--- src/rtl/fbpa_pkg.sv ---
// shared types and constants for the fixed block pool allocator
package fbpa_pkg;

   localparam int COUNT_W   = 7;
   localparam int PAYLOAD_W = 13;
   localparam int SLOT_W    = 13;
   localparam int OFFSET_W  = 19;
   localparam int PROD_W    = COUNT_W + SLOT_W;
   localparam int STATUS_W  = 3;
   localparam int ADDR_W    = 4;
   localparam int DATA_W    = 32;

   localparam int DEF_MAX_BLOCKS   = 64;
   localparam int DEF_HEADER_BYTES = 24;

   localparam logic [PAYLOAD_W-1:0] PAYLOAD_MAX = PAYLOAD_W'(4096);

   localparam logic [COUNT_W-1:0]   BLOCK_COUNT_RST   = COUNT_W'(64);
   localparam logic [PAYLOAD_W-1:0] PAYLOAD_BYTES_RST = PAYLOAD_W'(64);
   localparam logic                 POOL_ENABLE_RST   = 1'b1;

   typedef enum logic [1:0] {
      REG_BLOCK_COUNT   = 2'd0,
      REG_PAYLOAD_BYTES = 2'd1,
      REG_POOL_ENABLE   = 2'd2
   } reg_index_type;

   typedef enum logic [STATUS_W-1:0] {
      STATUS_OK          = 3'd0,
      STATUS_EMPTY       = 3'd1,
      STATUS_DISABLED    = 3'd2,
      STATUS_BAD_OFFSET  = 3'd3,
      STATUS_NOT_IN_USE  = 3'd4
   } status_code_type;

   typedef enum logic [3:0] {
      ST_CLEAR,
      ST_IDLE,
      ST_LOAD,
      ST_ALLOC_READ,
      ST_RANGE,
      ST_DIVIDE,
      ST_CHECK,
      ST_USE,
      ST_DONE
   } ctrl_state_type;

   typedef struct packed {
      logic                  opcode;
      logic [OFFSET_W-1:0]   release_offset;
   } req_type;

   typedef struct packed {
      logic                  success;
      logic [OFFSET_W-1:0]   block_offset;
      logic [STATUS_W-1:0]   status;
   } rsp_type;

   typedef struct packed {
      logic            clear_restart;
      logic            clear_step;
      logic            start;
      logic            pop;
      logic            mul_total;
      logic            alloc_mark;
      logic            div_init;
      logic            div_step;
      logic            use_read;
      logic            release_commit;
      logic            res_set;
      status_code_type res_code;
      logic            res_alloc;
      logic            emit;
   } cmd_type;

   typedef struct packed {
      logic disabled;
      logic opcode;
      logic empty;
      logic below_header;
      logic out_of_range;
      logic div_last;
      logic rem_nonzero;
      logic use_bit;
      logic full;
      logic clear_last;
      logic rsp_free;
   } stat_type;

endpackage

--- src/rtl/fixed_block_pool_allocator_unit.sv ---
// top level: register port, controller and datapath of the block pool allocator
//
//  channel   ports               direction  carries
//  req       req_valid/ready     in         request: opcode, release_offset
//  rsp       rsp_valid/ready     out        result: success, block_offset, status
//  csr       psel..prdata        in/out     block_count, payload_bytes, pool_enable
//
// one request at a time; a release runs the 7-step restoring divider that finds the
// block index from the offset
// a refill pass follows reset and every write to a mapped register;
// requests wait during it
// a finished result sits in the output register while the next request is taken
module fixed_block_pool_allocator_unit import fbpa_pkg::*; #(
   parameter int MAX_BLOCKS   = DEF_MAX_BLOCKS,
   parameter int HEADER_BYTES = DEF_HEADER_BYTES
) (
   input  logic              clock,
   input  logic              reset,
   input  logic              req_valid,
   output logic              req_ready,
   input  req_type           req_data,
   output logic              rsp_valid,
   input  logic              rsp_ready,
   output rsp_type           rsp_data,
   input  logic              psel,
   input  logic              penable,
   input  logic              pwrite,
   input  logic [ADDR_W-1:0] paddr,
   input  logic [DATA_W-1:0] pwdata,
   output logic [DATA_W-1:0] prdata,
   output logic              pready
);

   logic [COUNT_W-1:0]   block_count_ff;
   logic [PAYLOAD_W-1:0] payload_bytes_ff;
   logic                 pool_enable_ff;
   logic                 wr_access;
   logic                 cfg_wr;
   reg_index_type        reg_index;
   cmd_type              cmd;
   stat_type             stat;

   assign pready    = 1'b1;
   assign wr_access = psel && penable && pwrite;
   assign reg_index = reg_index_type'(paddr[ADDR_W-1:2]);
   assign cfg_wr    = wr_access && (reg_index == REG_BLOCK_COUNT ||
                                    reg_index == REG_PAYLOAD_BYTES ||
                                    reg_index == REG_POOL_ENABLE);

   always_ff @(posedge clock) begin
      if (reset) begin
         block_count_ff   <= BLOCK_COUNT_RST;
         payload_bytes_ff <= PAYLOAD_BYTES_RST;
         pool_enable_ff   <= POOL_ENABLE_RST;
      end else if (wr_access) begin
         unique case (reg_index)
            REG_BLOCK_COUNT:   block_count_ff   <= pwdata[COUNT_W-1:0];
            REG_PAYLOAD_BYTES: payload_bytes_ff <= pwdata[PAYLOAD_W-1:0];
            REG_POOL_ENABLE:   pool_enable_ff   <= pwdata[0];
            default: ;
         endcase
      end
   end

   always_comb begin
      unique case (reg_index)
         REG_BLOCK_COUNT:   prdata = DATA_W'(block_count_ff);
         REG_PAYLOAD_BYTES: prdata = DATA_W'(payload_bytes_ff);
         REG_POOL_ENABLE:   prdata = DATA_W'(pool_enable_ff);
         default:           prdata = '0;
      endcase
   end

   fbpa_ctrl u_ctrl (
      .clock     (clock),
      .reset     (reset),
      .cfg_wr    (cfg_wr),
      .req_valid (req_valid),
      .req_ready (req_ready),
      .stat      (stat),
      .cmd       (cmd)
   );

   fbpa_datapath #(
      .MAX_BLOCKS   (MAX_BLOCKS),
      .HEADER_BYTES (HEADER_BYTES)
   ) u_datapath (
      .clock         (clock),
      .reset         (reset),
      .cmd           (cmd),
      .stat          (stat),
      .req_data      (req_data),
      .block_count   (block_count_ff),
      .payload_bytes (payload_bytes_ff),
      .pool_enable   (pool_enable_ff),
      .rsp_valid     (rsp_valid),
      .rsp_ready     (rsp_ready),
      .rsp_data      (rsp_data)
   );

endmodule

--- src/rtl/fbpa_datapath.sv ---
// datapath: free stack, in-use memory, slot multiplier, divider and response register
module fbpa_datapath import fbpa_pkg::*; #(
   parameter int MAX_BLOCKS   = DEF_MAX_BLOCKS,
   parameter int HEADER_BYTES = DEF_HEADER_BYTES
) (
   input  logic                 clock,
   input  logic                 reset,
   input  cmd_type              cmd,
   output stat_type             stat,
   input  req_type              req_data,
   input  logic [COUNT_W-1:0]   block_count,
   input  logic [PAYLOAD_W-1:0] payload_bytes,
   input  logic                 pool_enable,
   output logic                 rsp_valid,
   input  logic                 rsp_ready,
   output rsp_type              rsp_data
);

   localparam int IDX_W  = $clog2(MAX_BLOCKS);
   localparam int CNT_W  = $clog2(MAX_BLOCKS + 1);
   localparam int DCNT_W = $clog2(COUNT_W);
   localparam int CAP    = ((1 << COUNT_W) - 1 < MAX_BLOCKS) ? (1 << COUNT_W) - 1 : MAX_BLOCKS;

   localparam logic [COUNT_W-1:0]  COUNT_CAP  = COUNT_W'(CAP);
   localparam logic [OFFSET_W-1:0] HDR_OFF    = OFFSET_W'(HEADER_BYTES);
   localparam logic [SLOT_W-1:0]   HDR_SLOT   = SLOT_W'(HEADER_BYTES);
   localparam logic [CNT_W-1:0]    FULL_COUNT = CNT_W'(MAX_BLOCKS);
   localparam logic [IDX_W-1:0]    LAST_IDX   = IDX_W'(MAX_BLOCKS - 1);
   localparam logic [DCNT_W-1:0]   DIV_FIRST  = DCNT_W'(COUNT_W - 1);

   logic [IDX_W-1:0]    free_stack_ff [MAX_BLOCKS];
   logic                in_use_ff     [MAX_BLOCKS];

   logic                op_ff;
   logic [OFFSET_W-1:0] hdr_ff;
   logic                below_ff;
   logic [PROD_W-1:0]   prod_ff;
   logic [OFFSET_W-1:0] rem_ff;
   logic [OFFSET_W-1:0] rem_in;
   logic [COUNT_W-1:0]  quot_ff;
   logic [DCNT_W-1:0]   div_cnt_ff;
   logic [CNT_W-1:0]    free_count_ff;
   logic [IDX_W-1:0]    clr_idx_ff;
   logic [IDX_W-1:0]    stack_rd_ff;
   logic                use_rd_ff;
   status_code_type     res_code_ff;
   logic                res_alloc_ff;
   logic                rsp_valid_ff;
   rsp_type             rsp_data_ff;

   logic [COUNT_W-1:0]   eff_count;
   logic [PAYLOAD_W-1:0] eff_payload;
   logic [SLOT_W-1:0]    slot;
   logic [COUNT_W-1:0]   mul_a;
   logic [PROD_W-1:0]    divisor_sh;
   logic                 take;
   logic [IDX_W-1:0]     quot_idx;
   logic [IDX_W-1:0]     pop_addr;
   logic [IDX_W-1:0]     push_addr;

   // clamp configuration to legal ranges
   always_comb begin
      if (block_count == '0) begin
         eff_count = COUNT_W'(1);
      end else if (block_count > COUNT_CAP) begin
         eff_count = COUNT_CAP;
      end else begin
         eff_count = block_count;
      end
      if (payload_bytes == '0) begin
         eff_payload = PAYLOAD_W'(1);
      end else if (payload_bytes > PAYLOAD_MAX) begin
         eff_payload = PAYLOAD_MAX;
      end else begin
         eff_payload = payload_bytes;
      end
   end

   assign slot       = SLOT_W'(eff_payload) + HDR_SLOT;
   assign mul_a      = cmd.mul_total ? eff_count : COUNT_W'(stack_rd_ff);
   assign divisor_sh = PROD_W'(slot) << div_cnt_ff;
   assign take       = PROD_W'(rem_ff) >= divisor_sh;
   assign rem_in     = take ? OFFSET_W'(PROD_W'(rem_ff) - divisor_sh) : rem_ff;
   assign quot_idx   = IDX_W'(quot_ff);
   assign pop_addr   = IDX_W'(free_count_ff - CNT_W'(1));
   assign push_addr  = IDX_W'(free_count_ff);

   // free stack memory
   always_ff @(posedge clock) begin
      if (cmd.clear_step) begin
         free_stack_ff[clr_idx_ff] <= clr_idx_ff;
      end else if (cmd.release_commit) begin
         free_stack_ff[push_addr] <= quot_idx;
      end
      if (cmd.pop) begin
         stack_rd_ff <= free_stack_ff[pop_addr];
      end
   end

   // in-use memory
   always_ff @(posedge clock) begin
      if (cmd.clear_step) begin
         in_use_ff[clr_idx_ff] <= 1'b0;
      end else if (cmd.alloc_mark) begin
         in_use_ff[stack_rd_ff] <= 1'b1;
      end else if (cmd.release_commit) begin
         in_use_ff[quot_idx] <= 1'b0;
      end
      if (cmd.use_read) begin
         use_rd_ff <= in_use_ff[quot_idx];
      end
   end

   // control registers
   always_ff @(posedge clock) begin
      if (reset) begin
         free_count_ff <= '0;
         clr_idx_ff    <= '0;
         rsp_valid_ff  <= 1'b0;
      end else begin
         if (cmd.clear_step) begin
            free_count_ff <= CNT_W'(eff_count);
         end else if (cmd.pop) begin
            free_count_ff <= free_count_ff - CNT_W'(1);
         end else if (cmd.release_commit) begin
            free_count_ff <= free_count_ff + CNT_W'(1);
         end
         if (cmd.clear_restart) begin
            clr_idx_ff <= '0;
         end else if (cmd.clear_step) begin
            clr_idx_ff <= (clr_idx_ff == LAST_IDX) ? '0 : clr_idx_ff + IDX_W'(1);
         end
         if (cmd.emit) begin
            rsp_valid_ff <= 1'b1;
         end else if (rsp_ready) begin
            rsp_valid_ff <= 1'b0;
         end
      end
   end

   // payload registers
   always_ff @(posedge clock) begin
      if (cmd.start) begin
         op_ff    <= req_data.opcode;
         hdr_ff   <= req_data.release_offset - HDR_OFF;
         below_ff <= req_data.release_offset < HDR_OFF;
      end
      if (cmd.mul_total || cmd.alloc_mark) begin
         prod_ff <= PROD_W'(mul_a) * PROD_W'(slot);
      end
      if (cmd.div_init) begin
         rem_ff     <= hdr_ff;
         quot_ff    <= '0;
         div_cnt_ff <= DIV_FIRST;
      end else if (cmd.div_step) begin
         rem_ff              <= rem_in;
         quot_ff[div_cnt_ff] <= take;
         div_cnt_ff          <= div_cnt_ff - DCNT_W'(1);
      end
      if (cmd.res_set) begin
         res_code_ff  <= cmd.res_code;
         res_alloc_ff <= cmd.res_alloc;
      end
      if (cmd.emit) begin
         rsp_data_ff.success      <= res_code_ff == STATUS_OK;
         rsp_data_ff.block_offset <= res_alloc_ff ? prod_ff[OFFSET_W-1:0] + HDR_OFF : '0;
         rsp_data_ff.status       <= res_code_ff;
      end
   end

   always_comb begin
      stat.disabled     = !pool_enable;
      stat.opcode       = op_ff;
      stat.empty        = free_count_ff == '0;
      stat.below_header = below_ff;
      stat.out_of_range = PROD_W'(hdr_ff) >= prod_ff;
      stat.div_last     = div_cnt_ff == '0;
      stat.rem_nonzero  = rem_ff != '0;
      stat.use_bit      = use_rd_ff;
      stat.full         = free_count_ff >= FULL_COUNT;
      stat.clear_last   = clr_idx_ff == LAST_IDX;
      stat.rsp_free     = !rsp_valid_ff || rsp_ready;
   end

   assign rsp_valid = rsp_valid_ff;
   assign rsp_data  = rsp_data_ff;

`ifndef NO_ASSERTIONS
   a_count_bound: assert property (@(posedge clock) disable iff (reset)
      free_count_ff <= FULL_COUNT)
      else $error("free count beyond pool size");
   a_pop_nonempty: assert property (@(posedge clock) disable iff (reset)
      cmd.pop |-> free_count_ff != '0)
      else $error("pop from empty free stack");
   a_push_not_full: assert property (@(posedge clock) disable iff (reset)
      cmd.release_commit |-> free_count_ff < FULL_COUNT)
      else $error("push onto full free stack");
   a_ok_matches: assert property (@(posedge clock) disable iff (reset)
      rsp_valid_ff |-> rsp_data_ff.success == (rsp_data_ff.status == STATUS_OK))
      else $error("success flag disagrees with status");
   a_fail_zero: assert property (@(posedge clock) disable iff (reset)
      rsp_valid_ff && !rsp_data_ff.success |-> rsp_data_ff.block_offset == '0)
      else $error("refused request carries an offset");
`endif

endmodule

--- src/rtl/fbpa_ctrl.sv ---
// controller state machine sequencing refill, allocate and release
module fbpa_ctrl import fbpa_pkg::*; (
   input  logic     clock,
   input  logic     reset,
   input  logic     cfg_wr,
   input  logic     req_valid,
   output logic     req_ready,
   input  stat_type stat,
   output cmd_type  cmd
);

   ctrl_state_type state_ff;
   ctrl_state_type state_in;

   always_ff @(posedge clock) begin
      if (reset) begin
         state_ff <= ST_CLEAR;
      end else begin
         state_ff <= state_in;
      end
   end

   always_comb begin
      state_in  = state_ff;
      cmd       = '0;
      req_ready = 1'b0;
      unique case (state_ff)
         ST_CLEAR: begin
            cmd.clear_step = 1'b1;
            if (stat.clear_last) begin
               state_in = ST_IDLE;
            end
         end
         ST_IDLE: begin
            req_ready = 1'b1;
            if (req_valid) begin
               cmd.start = 1'b1;
               state_in  = ST_LOAD;
            end
         end
         ST_LOAD: begin
            priority if (stat.disabled) begin
               cmd.res_set  = 1'b1;
               cmd.res_code = STATUS_DISABLED;
               state_in     = ST_DONE;
            end else if (!stat.opcode && stat.empty) begin
               cmd.res_set  = 1'b1;
               cmd.res_code = STATUS_EMPTY;
               state_in     = ST_DONE;
            end else if (!stat.opcode) begin
               cmd.pop  = 1'b1;
               state_in = ST_ALLOC_READ;
            end else if (stat.below_header) begin
               cmd.res_set  = 1'b1;
               cmd.res_code = STATUS_BAD_OFFSET;
               state_in     = ST_DONE;
            end else begin
               cmd.mul_total = 1'b1;
               state_in      = ST_RANGE;
            end
         end
         ST_ALLOC_READ: begin
            cmd.alloc_mark = 1'b1;
            cmd.res_set    = 1'b1;
            cmd.res_code   = STATUS_OK;
            cmd.res_alloc  = 1'b1;
            state_in       = ST_DONE;
         end
         ST_RANGE: begin
            if (stat.out_of_range) begin
               cmd.res_set  = 1'b1;
               cmd.res_code = STATUS_BAD_OFFSET;
               state_in     = ST_DONE;
            end else begin
               cmd.div_init = 1'b1;
               state_in     = ST_DIVIDE;
            end
         end
         ST_DIVIDE: begin
            cmd.div_step = 1'b1;
            if (stat.div_last) begin
               state_in = ST_CHECK;
            end
         end
         ST_CHECK: begin
            if (stat.rem_nonzero) begin
               cmd.res_set  = 1'b1;
               cmd.res_code = STATUS_BAD_OFFSET;
               state_in     = ST_DONE;
            end else begin
               cmd.use_read = 1'b1;
               state_in     = ST_USE;
            end
         end
         ST_USE: begin
            cmd.res_set = 1'b1;
            if (!stat.use_bit || stat.full) begin
               cmd.res_code = STATUS_NOT_IN_USE;
            end else begin
               cmd.release_commit = 1'b1;
               cmd.res_code       = STATUS_OK;
            end
            state_in = ST_DONE;
         end
         ST_DONE: begin
            if (stat.rsp_free) begin
               cmd.emit = 1'b1;
               state_in = ST_IDLE;
            end
         end
         default: begin
            state_in = ST_CLEAR;
         end
      endcase
      // a write to a mapped register restarts the refill sweep
      if (cfg_wr) begin
         cmd               = '0;
         cmd.clear_restart = 1'b1;
         req_ready         = 1'b0;
         state_in          = ST_CLEAR;
      end
   end

endmodule

--- config.mk ---
export PLATFORM = sky130hd
export DESIGN_NAME = fixed_block_pool_allocator_unit
export DESIGN_NICKNAME = d
export VERILOG_FILES = /design/src/rtl/fbpa_pkg.sv /design/src/rtl/fixed_block_pool_allocator_unit.sv /design/src/rtl/fbpa_datapath.sv /design/src/rtl/fbpa_ctrl.sv
export SDC_FILE = /design/constraint.sdc
export NUM_CORES = 1
export LEC_CHECK = 0
export BUFFER_PORTS_ARGS = -buffer_cell sky130_fd_sc_hd__buf_2
export CAP_MARGIN = 0
export CORE_MARGIN = 5
export CORE_UTILIZATION = 45
export DETAILED_ROUTE_END_ITERATION = 16
export SYNTH_ARGS = -nofsm -noshare
export SYNTH_HDL_FRONTEND = slang
export SYNTH_SLANG_ARGS = --single-unit
--- constraint.sdc ---
create_clock -name clock -period 12.65 [get_ports clock]
set_clock_uncertainty 0.1 [all_clocks]
set_input_delay 1.265 -clock clock [delete_from_list [all_inputs] [get_ports clock]]
set_output_delay 1.265 -clock clock [all_outputs]
set_load 0.005 [all_outputs]
# Word level (Yosys, flattened, before mapping)
# Memories as Yosys holds them, arrays and structs flattened. A register that Yosys moved wholly into a read port is not among the register bits.
# Cells that the tools add are included.
# totals
reg_bits,136
mem_bits_rw,448
inputBits,63
out_inout_bits,58
wordCells,169
memories,2
# classes
add_sub_neg,8
multipliers,1
magnitude_cmp,8
eq_ne,15
shift,1
muxes,79
reduce_logical,36
# memory_table
memory,words,word_bits,rd,rd_clocked_by_memory_dff,wr,line_no,source
u_datapath.free_stack_ff,64,6,1,1,1,fbpa_datapath.sv:31,logic [IDX_W-1:0] free_stack_ff [MAX_BLOCKS];
u_datapath.in_use_ff,64,1,1,1,1,fbpa_datapath.sv:32,logic in_use_ff [MAX_BLOCKS];
# op_table
cell,n
2-to-1 mux 4 bit,16
2-to-1 mux 19 bit,3
2-to-1 mux 7 bit,6
greater-or-equal comparator 19 x 20 -> 1 bit,2
case mux 13 bit (3 select lines),1
2-to-1 mux 1 bit,37
case mux 4 bit (8 select lines),1
2-to-1 mux 6 bit,5
2-to-1 mux 13 bit,2
multiplier 7 x 13 -> 20 bit,1
case mux 4 bit (5 select lines),1
<< shifter 13 x 3 -> 20 bit,1
"adder 19 x 5 -> 19 bit, second input constant",1
"< comparator 19 x 5 -> 1 bit, second input constant",1
nonzero test 19 bit,1
subtractor 19 bit,1
"subtractor 19 x 5 -> 19 bit, second input constant",1
"== test 4 x 3 -> 1 bit, second input constant",4
2-to-1 mux 16 bit,1
logical NOT 7 bit,2
"adder 13 x 5 -> 13 bit, second input constant",1
"greater-than comparator 13 bit, second input constant",1
logical NOT 13 bit,1
"== test 4 x 2 -> 1 bit, second input constant",2
other kinds (31),55

# Logic depth before layout (Yosys ltp)
# Gate-level depths: netlist of run 1.
# logic_depth
word_depth,12
ltp_mapped,25
ltp_nobuf,23

# Hierarchy
# Synthesis of run 1 repeated with hierarchy kept, for this count alone.
# hier_totals
hier_cells,2176
hier_area_um2,29990.0
# modules_own_cells
mod,instances,cells_per_inst,area_per_inst_um2,seq_area_each_um2
fbpa_datapath,1,1961,28119.5,16736.1
fixed_block_pool_allocator_unit,1,133,1270.0,420.4
fbpa_ctrl,1,82,600.6,80.1

# Worst setup path after synthesis of run 1
# Ideal clock, no wire load.
# synth_timing
path_type,input-to-reg
startpoint,in pwrite
endpoint,"reg u_datapath.prod_ff[19], data pin"
setup_time_ns,0.260
arrival_ns,6.805
required_time_ns,12.290
path_slack_ns,5.485
stages,21
path_buffers,2
path_cell_list,and3_1 nand2_1 clkbuf_1 nand2_1 clkbuf_1 mux2i_1 nor2_1 fa_1 fa_1 fa_1 inv_1 fa_1 inv_1 ha_1 and2_1 a221o_1 a31oi_1 o21ai_0 a2111oi_0 nor3_1 xnor2_1
# synth_between
elab_chain_cells,5
# synth_lines
element,line_no,source
"start, declared",fixed_block_pool_allocator_unit.sv:27,"input logic pwrite,"
logical AND 1 bit,fixed_block_pool_allocator_unit.sv:44,assign wr_access = psel && penable && pwrite;
logical AND 1 bit,fixed_block_pool_allocator_unit.sv:46,assign cfg_wr = wr_access && (reg_index == REG_BLOCK_COUNT ||
2-to-1 mux 16 bit,fbpa_ctrl.sv:116,if (cfg_wr) begin
2-to-1 mux 7 bit,fbpa_datapath.sv:80,assign mul_a = cmd.mul_total ? eff_count : COUNT_W'(stack_rd_ff);
multiplier 7 x 13 -> 20 bit,fbpa_datapath.sv:149,prod_ff <= PROD_W'(mul_a) * PROD_W'(slot);
"end signal, assigned",fbpa_datapath.sv:149,
"end, declared",fbpa_datapath.sv:37,logic [PROD_W-1:0] prod_ff;
# No other way between the ends.
# A chain may end at the register's enable or synchronous reset.

# Worst setup path in the final report of run 1
# layout_timing
startpoint,in paddr[2]
endpoint,"reg u_datapath.prod_ff[19], data pin"
# layout_between
elab_chain_cells,7
elab_cells_between_ends,9
cone_classes,1 x mul; 2 x eq/ne; 2 x mux; 4 x reduce/logical
# layout_lines
element,line_no,source
"start, declared",fixed_block_pool_allocator_unit.sv:28,"input logic [ADDR_W-1:0] paddr,"
== test 2 x 1 -> 1 bit / logical NOT 2 bit (equally long branches),"fixed_block_pool_allocator_unit.sv:47, fixed_block_pool_allocator_unit.sv:46",
logical OR 1 bit,fixed_block_pool_allocator_unit.sv:46,
logical OR 1 bit *,fixed_block_pool_allocator_unit.sv:47,reg_index == REG_PAYLOAD_BYTES ||
logical AND 1 bit *,fixed_block_pool_allocator_unit.sv:46,
2-to-1 mux 16 bit *,fbpa_ctrl.sv:116,
2-to-1 mux 7 bit *,fbpa_datapath.sv:80,
multiplier 7 x 13 -> 20 bit *,fbpa_datapath.sv:149,
# Mark *: on every way between the ends. The rest lies on a longest branch, timed or not.

==> summary.txt, run 1 <==
Sequential share of the synthesized area: 0.5833
Power Total: 4.369 mW
CP Capture Type: flop
Fin nets: 2,409
Leakage: 11.36 nW
R2R depth: 20
Sequential Area: 0.01724 mm²
Post-Syn Area: 0.02955 mm²
Fin Setup TNS: 0 ns
Inst Count DP: 3,008
Worst vdd ir: 119.3 µV
Largest net degree at the start of global routing: 71
Cells after Synth: 2,146
Setup bufs post-CTS: 0
FFs w/ async S/R, synth: 0
Distinct cells, synth: 80
Slowest cell on crit path: a21oi_1
Critical path type: input pin to flop
Synth top area share: 0.5508
Total grt overflow: 0
Largest cells by area after synthesis: edfxtp_1 (55%), mux4_2 (11%), fa_1 (3.7%), nor2_1 (3.6%), ha_1 (3.6%)
Routability congestion estimate: 0.8896
CTS tree: done
Worst slew pin tran: 1.273 ns
Fillers: 5,601
Pre-Repair DR Iteration Count: 6
First DRT Iteration DRCs: 1,658
Max-cap violation count: 0
Reg clk slew, reported paths: 0.06 ns
Most frequent cells in the layout: edfxtp_1 (542), nor2_1 (279), nand2_1 (154)
Synth-to-layout area growth: 11.33%
Routed Antenna Nets: 0
Hold depth: 2
Die Wd: 266.2 µm
Vias post-DR: 17,910
Commonest non-fill, non-tap cell in the layout: edfxtp_1
RSZ-0062 raised after global routing: false
Row cnt: 94
DR vias/cell: 5.732
CTS Hold Bufs: 0
Slew Viols, Final: 0
Final setup viols: 0
Core Region: 0.06539 mm²
Initial Utilization: 0.4519
Maximum root-to-sink buffer count: 3
Crit path launch type: input pin
# DRC: 0
Synth Warn #: 0
Boundary Pins: 121
EDFF count, synth: 542
Critical-path cell list: buf_2 > nand2_1 > nand2_1 > nand2_1 > a21oi_1 > nor2_1 > fa_1 > fa_1 > fa_1 > inv_1 > fa_1 > inv_1 > ha_1 > and2_1 > a221o_1 > a31oi_1 > o21ai_0 > a2111oi_0 > nor3_1 > xnor2_1
Cts repair resizes: 0
Period utilisation layout: 0.6190
CP max stage delay: 1.13 ns
Minimum clock period: 7.831 ns
Yosys top cell by area: edfxtp_1
TritonCTS Buffers: 61
Pwr Density: 132.8 mW/mm²
Clk_lat worst skew: 0.64 ns
Die Ht: 266.2 µm
Wire per inst: 22.53 µm
Worst path depth: 20
Initial antenna violation count: 1
Clk sinks: 590
Post-DP HPWL: 48,770 µm
Die ar.: 0.07089 mm²
Gr usage total: 0.1968
Multi-input gate area: 0.01153 mm²
H-tree depth: 2
Delay-heaviest family, CP: adder cells
Total wire length: 70,390 µm
Share of cells above drive strength 1: 0.1776
Most common cell on crit path: fa_1
CP required: 12.93 ns
Seq cells post-synth: 590
Most used DFF post-synth: edfxtp_1
Worst path arrival time: 8.11 ns
PortBufs: 79
Finished Layout Cells: 3,124
Final hold vios: 0
Vias in the first global route: 17,840
CP max FO: 13
Worst slew margin: 0.1513
First-pass GRT wire length: 108,000 µm
Achievable Freq: 0.1277 GHz
Mean Syn Cell Area: 13.77 µm²
Clock root cell: clkbuf_16
Bufs and invs on worst path: 3
Worst min-delay path class: flop to flop
Outcome: finished clean
area by class of cell:
cell class,instances,share of cell area
Sequential cell,590,0.5241
Multi-Input combinational cell,1367,0.3506
Antenna cell,2,0.0001521
Clock buffer,79,0.05002
Tap cell,864,0.03286
Timing Repair Buffer,96,0.01590
Clock inverter,35,0.01601
Inverter,91,0.01038
tightest hold or removal path, stage by stage, from the launching register on:
cell     delay, ns
dfxtp_1       0.34
nand2_1       0.07
a21oi_1       0.05
state kept, by name, summed over array words and instances, names as in the netlist:
register	count
u_datapath.op_ff	1
u_datapath.res_alloc_ff	1
u_datapath.quot_ff	6
u_datapath.free_count_ff	7
u_datapath.use_rd_ff	1
u_datapath.res_code_ff	3
u_datapath.rsp_data	23
u_datapath.rsp_valid	1
u_ctrl.state_ff	4
u_datapath.free_stack_ff	384
u_datapath.clr_idx_ff	6
pool_enable_ff	1
u_datapath.in_use_ff	64
u_datapath.hdr_ff	19
u_datapath.prod_ff	20
u_datapath.div_cnt_ff	3
u_datapath.below_ff	1
block_count_ff	7
payload_bytes_ff	13
u_datapath.rem_ff	19
u_datapath.stack_rd_ff	6
cells in the mapped netlist, types with 4 or more instances:
master    count
o21a_1       17
dfxtp_1      48
xor2_1       21
or3_1        11
and2_1       27
nor4_1       10
nor2b_1      18
mux4_2      147
nor2_1      281
nand4b_1      4
or2_2        11
nor2_2        8
buf_2        30
and3_1       12
mux2_2       13
buf_1         6
buf_4        22
a211oi_1      7
a21o_1       17
o22ai_1       8
a21oi_1     100
inv_1        86
nor3_1       23
nand2_1     160
xnor2_1      49
ha_1         84
o31ai_1       7
o21ai_0      44
a31oi_1       9
clkbuf_1     56
o22a_1        7
edfxtp_1    542
nor3b_1       9
fa_1         55
mux2i_1      36
nand3_1      35
nand3b_1      7
nand2b_1     36
nand4_1      15
o211ai_1      4
through the flow:
stage,instance area [µm²],utilization,setup slack [ns],hold WS [ns]
final,32900,0.5030,4.819,0.4037
after global routing,32890,0.5030,4.457,0.4148
after CTS,32890,0.5030,4.901,0.3995
after detailed placement,30720,0.4698,4.240,0.3907
after global placement,30720,0.4698,4.339,0.3838
after floorplan,29620,-,5.485,0.3274
layer usage:
metal,vias up,GRT usage,share of wire
met5,-,0,0
met2,553,0.3386,0.51
li1,8102,-,-
met4,0,0.05162,0.024
met3,122,0.02863,0.059
met1,9131,0.2652,0.41
final timing paths:
| kind | from | end | slack (ns) |
|---|---|---|---|
| worst max-delay path | paddr[2] | u_datapath.prod_ff[19]$_DFFE_PP_ | 4.82 |
| worst max register to register | u_ctrl.state_ff[2]$_SDFFE_PP0P_ | u_datapath.prod_ff[19]$_DFFE_PP_ | 5.14 |
| worst min-delay path | payload_bytes_ff[0]$_SDFFE_PP0P_ | payload_bytes_ff[0]$_SDFFE_PP0P_ | 0.40 |
| worst min register to register | payload_bytes_ff[0]$_SDFFE_PP0P_ | payload_bytes_ff[0]$_SDFFE_PP0P_ | 0.40 |
where the power goes:
group	internal [mW]	switching, mW	total (mW)
logic	0.108	0.173	0.281
clock network	1.16	0.764	1.93
registers	2.14	0.0156	2.16
kinds of logic (layout without fill, tap and decap cells):
group,Yosys count,in the layout,share of synthesized area
AOI/OAI and AO/OA,260,260,0.05568
xor gates and xnor gates,70,70,0.02075
adders and majority gates,139,139,0.07283
buffers and inverters,207,301,0.03087
DFF,590,590,0.5833
muxes,196,196,0.1292
other,2,22,0.0002542
and+or+nand+nor,682,682,0.1071
Note: power is estimated with default switching activity, not from simulation.
==> run 2, diff against run 1 <==
==> constraint.sdc (replaced) <==
create_clock -name clock -period 6.7 [get_ports clock]
set_clock_uncertainty 0.1 [all_clocks]
set_input_delay 0.67 -clock clock [delete_from_list [all_inputs] [get_ports clock]]
set_output_delay 0.67 -clock clock [all_outputs]
set_load 0.005 [all_outputs]
==> run 2 against run 1 <==
Net effect: critical path type is now flop to flop; flip-flop and latch count stayed put; first-iteration DRC count fell by 2.1%; count of clock-buffer cells in the layout fell by 2; design area rose by 0.11%; die area unchanged; critical path depth grew 1; hold slack worse by 0.30 ns; register-to-register slack got worse by 4.8 ns; core utilization increased by 0.054 points; setup slack worse by 4.5 ns; sequential share of layout area decreased by 0.056 points; power rose by 82%; highest routed layer is now met5.
==> summary.txt, run 2 (same netlist as run 1, synthesis figures left out) <==
Outcome: finished clean
H-tree depth: 2
Fin Setup TNS: 0 ns
First DRT Iteration DRCs: 1,623
Core Util, Final: 0.5036
Worst slew margin: 0.1972
CP required: 6.99 ns
Vias post-DR: 17,980
Critical path type: flop to flop
DR WL met2: 35,220 µm
Die ar.: 0.07089 mm²
Total grt overflow: 0
Slew Viols, Final: 0
Met3 wire len: 4123 µm
Core Region: 0.06539 mm²
Achievable Freq: 0.1578 GHz
Final setup viols: 0
CP max FO: 6
Critical R2R Capture: u_datapath.prod_ff[19]$_DFFE_PP_
Period utilisation layout: 0.9458
First-pass GRT wire length: 107,200 µm
Max-cap violation count: 0
Hold Crit Start: req_data[1]
Post-DP HPWL: 49,380 µm
Gr usage total: 0.1963
Commonest non-fill, non-tap cell in the layout: edfxtp_1
Setup bufs post-CTS: 0
Share of cells above drive strength 1: 0.1900
Worst Hold End: u_datapath.hdr_ff[1]$_DFFE_PP_
Pre-Repair DR Iteration Count: 5
Met1 wire length: 29,080 µm
Hold depth: 1
Final instance area: 0.03293 mm²
R2R depth: 21
Clk_lat worst skew: 0.64 ns
Initial Utilization: 0.4519
Die Wd: 266.2 µm
CTS Hold Bufs: 0
# DRC: 0
Maximum root-to-sink buffer count: 3
FF-to-FF setup slack: 0.36 ns
Final hold vios: 0
Routability congestion estimate: 0.9205
Max reg flops: 384
Worst path arrival time: 6.62 ns
Largest net degree at the start of global routing: 65
DR vias/cell: 5.713
Cell Area, Placed: 0.03091 mm²
Worst slew pin tran: 1.204 ns
Worst min-delay path class: input pin to flop
CP Capture Type: flop
Minimum clock period: 6.337 ns
Boundary Pins: 121
Worst vdd ir: 259.6 µV
Row cnt: 94
Most flop-heavy register: u_datapath.free_stack_ff
Wire per inst: 22.52 µm
Fin nets: 2,434
Leakage: 11.62 nW
Crit path launch type: flop
Clock root cell: clkbuf_16
Reg clk slew, reported paths: 0.06 ns
Initial antenna violation count: 1
Diodes inserted: 0
RSZ-0062 raised after global routing: false
CTS tree: done
Pwr Density: 241.8 mW/mm²
Reg-to-Reg Start: payload_bytes_ff[3]$_SDFFE_PP0P_
Most frequent cells in the layout: edfxtp_1 (542), nor2_1 (279), nand2_1 (153)
Routed Antenna Nets: 0
PortBufs: 79
Synth-to-layout area growth: 11.45%
Vias in the first global route: 17,710
Total wire length: 70,890 µm
Die Ht: 266.2 µm
Top Metal Used: met5
Clk sinks: 590
TritonCTS Buffers: 61
## run 2: cell types whose count changed in the layout (fill, tap and decap cells not counted), sizes merged
| cell | before | now |
|---|---|---|
| buf | 96 | 121 |
| bufinv | 12 | 3 |
| clkinvlp | 2 | 9 |
| clkinv | 23 | 27 |
| clkbuf | 79 | 77 |
| diode | 2 | 0 |
| inv | 89 | 90 |
## run 2: where the power goes
part           internal [mW]  leakage [nW]  switching, mW
combinational          0.209          5.16          0.339
sequential              4.05          5.50         0.0232
clock                   1.88         0.957           1.47
## run 2: worst max-delay path by stage
stage	startpoint	endpoint	slack [ns]
after floorplan	pwrite	u_datapath.prod_ff[19]$_DFFE_PP_	0.13
after global placement	pwrite	u_datapath.prod_ff[19]$_DFFE_PP_	0.17
after detailed placement	psel	u_datapath.prod_ff[19]$_DFFE_PP_	0.08
after CTS	u_ctrl.state_ff[0]$_SDFFE_PP0P_	u_datapath.prod_ff[19]$_DFFE_PP_	0.09
after global routing	u_ctrl.state_ff[0]$_SDFFE_PP0P_	u_datapath.prod_ff[19]$_DFFE_PP_	0.04
final	payload_bytes_ff[3]$_SDFFE_PP0P_	u_datapath.prod_ff[19]$_DFFE_PP_	0.36
## run 2: timing repair
item                                    CTS  global route
endpoints found under the hold margin     0             0
endpoints found under the setup margin    0             3
gates resized for setup                   0             6
## run 2: per-layer routing
metal | vias to the layer above | track usage
met2 | 543 | 0.3291
li1 | 8155 | -
met3 | 114 | 0.03094
met1 | 9169 | 0.2641
met4 | 2 | 0.06651
met5 | - | 0
## run 2: critical path: stages, from the launching register on
cell	delay [ns]
dfxtp_1	0.42
nor2b_1	0.22
inv_1	0.08
ha_1	0.27
nor3b_1	0.36
xor2_1	0.23
nand2_1	0.15
nor2_1	0.18
fa_1	0.46
fa_1	0.47
fa_1	0.55
inv_1	0.06
fa_1	0.53
inv_1	0.04
ha_1	0.32
and2_1	0.22
a221o_1	0.34
a31oi_1	0.14
o21ai_0	0.25
a2111oi_2	0.43
nor3_1	0.12
xnor2_1	0.13
## run 2: cell type report
class	count	area [µm²]
clock buffers	77	1658
fillers	5588	32460
clock inverters	38	342.8
well taps	864	1081
inverters	91	341.6
multi-input cells	1367	11560
flip-flops and latches	590	17240
repair buffers	121	710.7
## run 2: per-stage QoR
step	hold slack (ns)	cells	total power, mW	setup WS [ns]
after floorplan	0.3274	2164	4.533	0.1302
after global placement	0.3824	3033	4.681	0.1733
after detailed placement	0.3934	3033	4.696	0.08191
after CTS	0.07453	3148	8.029	0.09209
after global routing	0.08322	3148	8.247	0.04083
final	0.1055	3148	7.964	0.3635
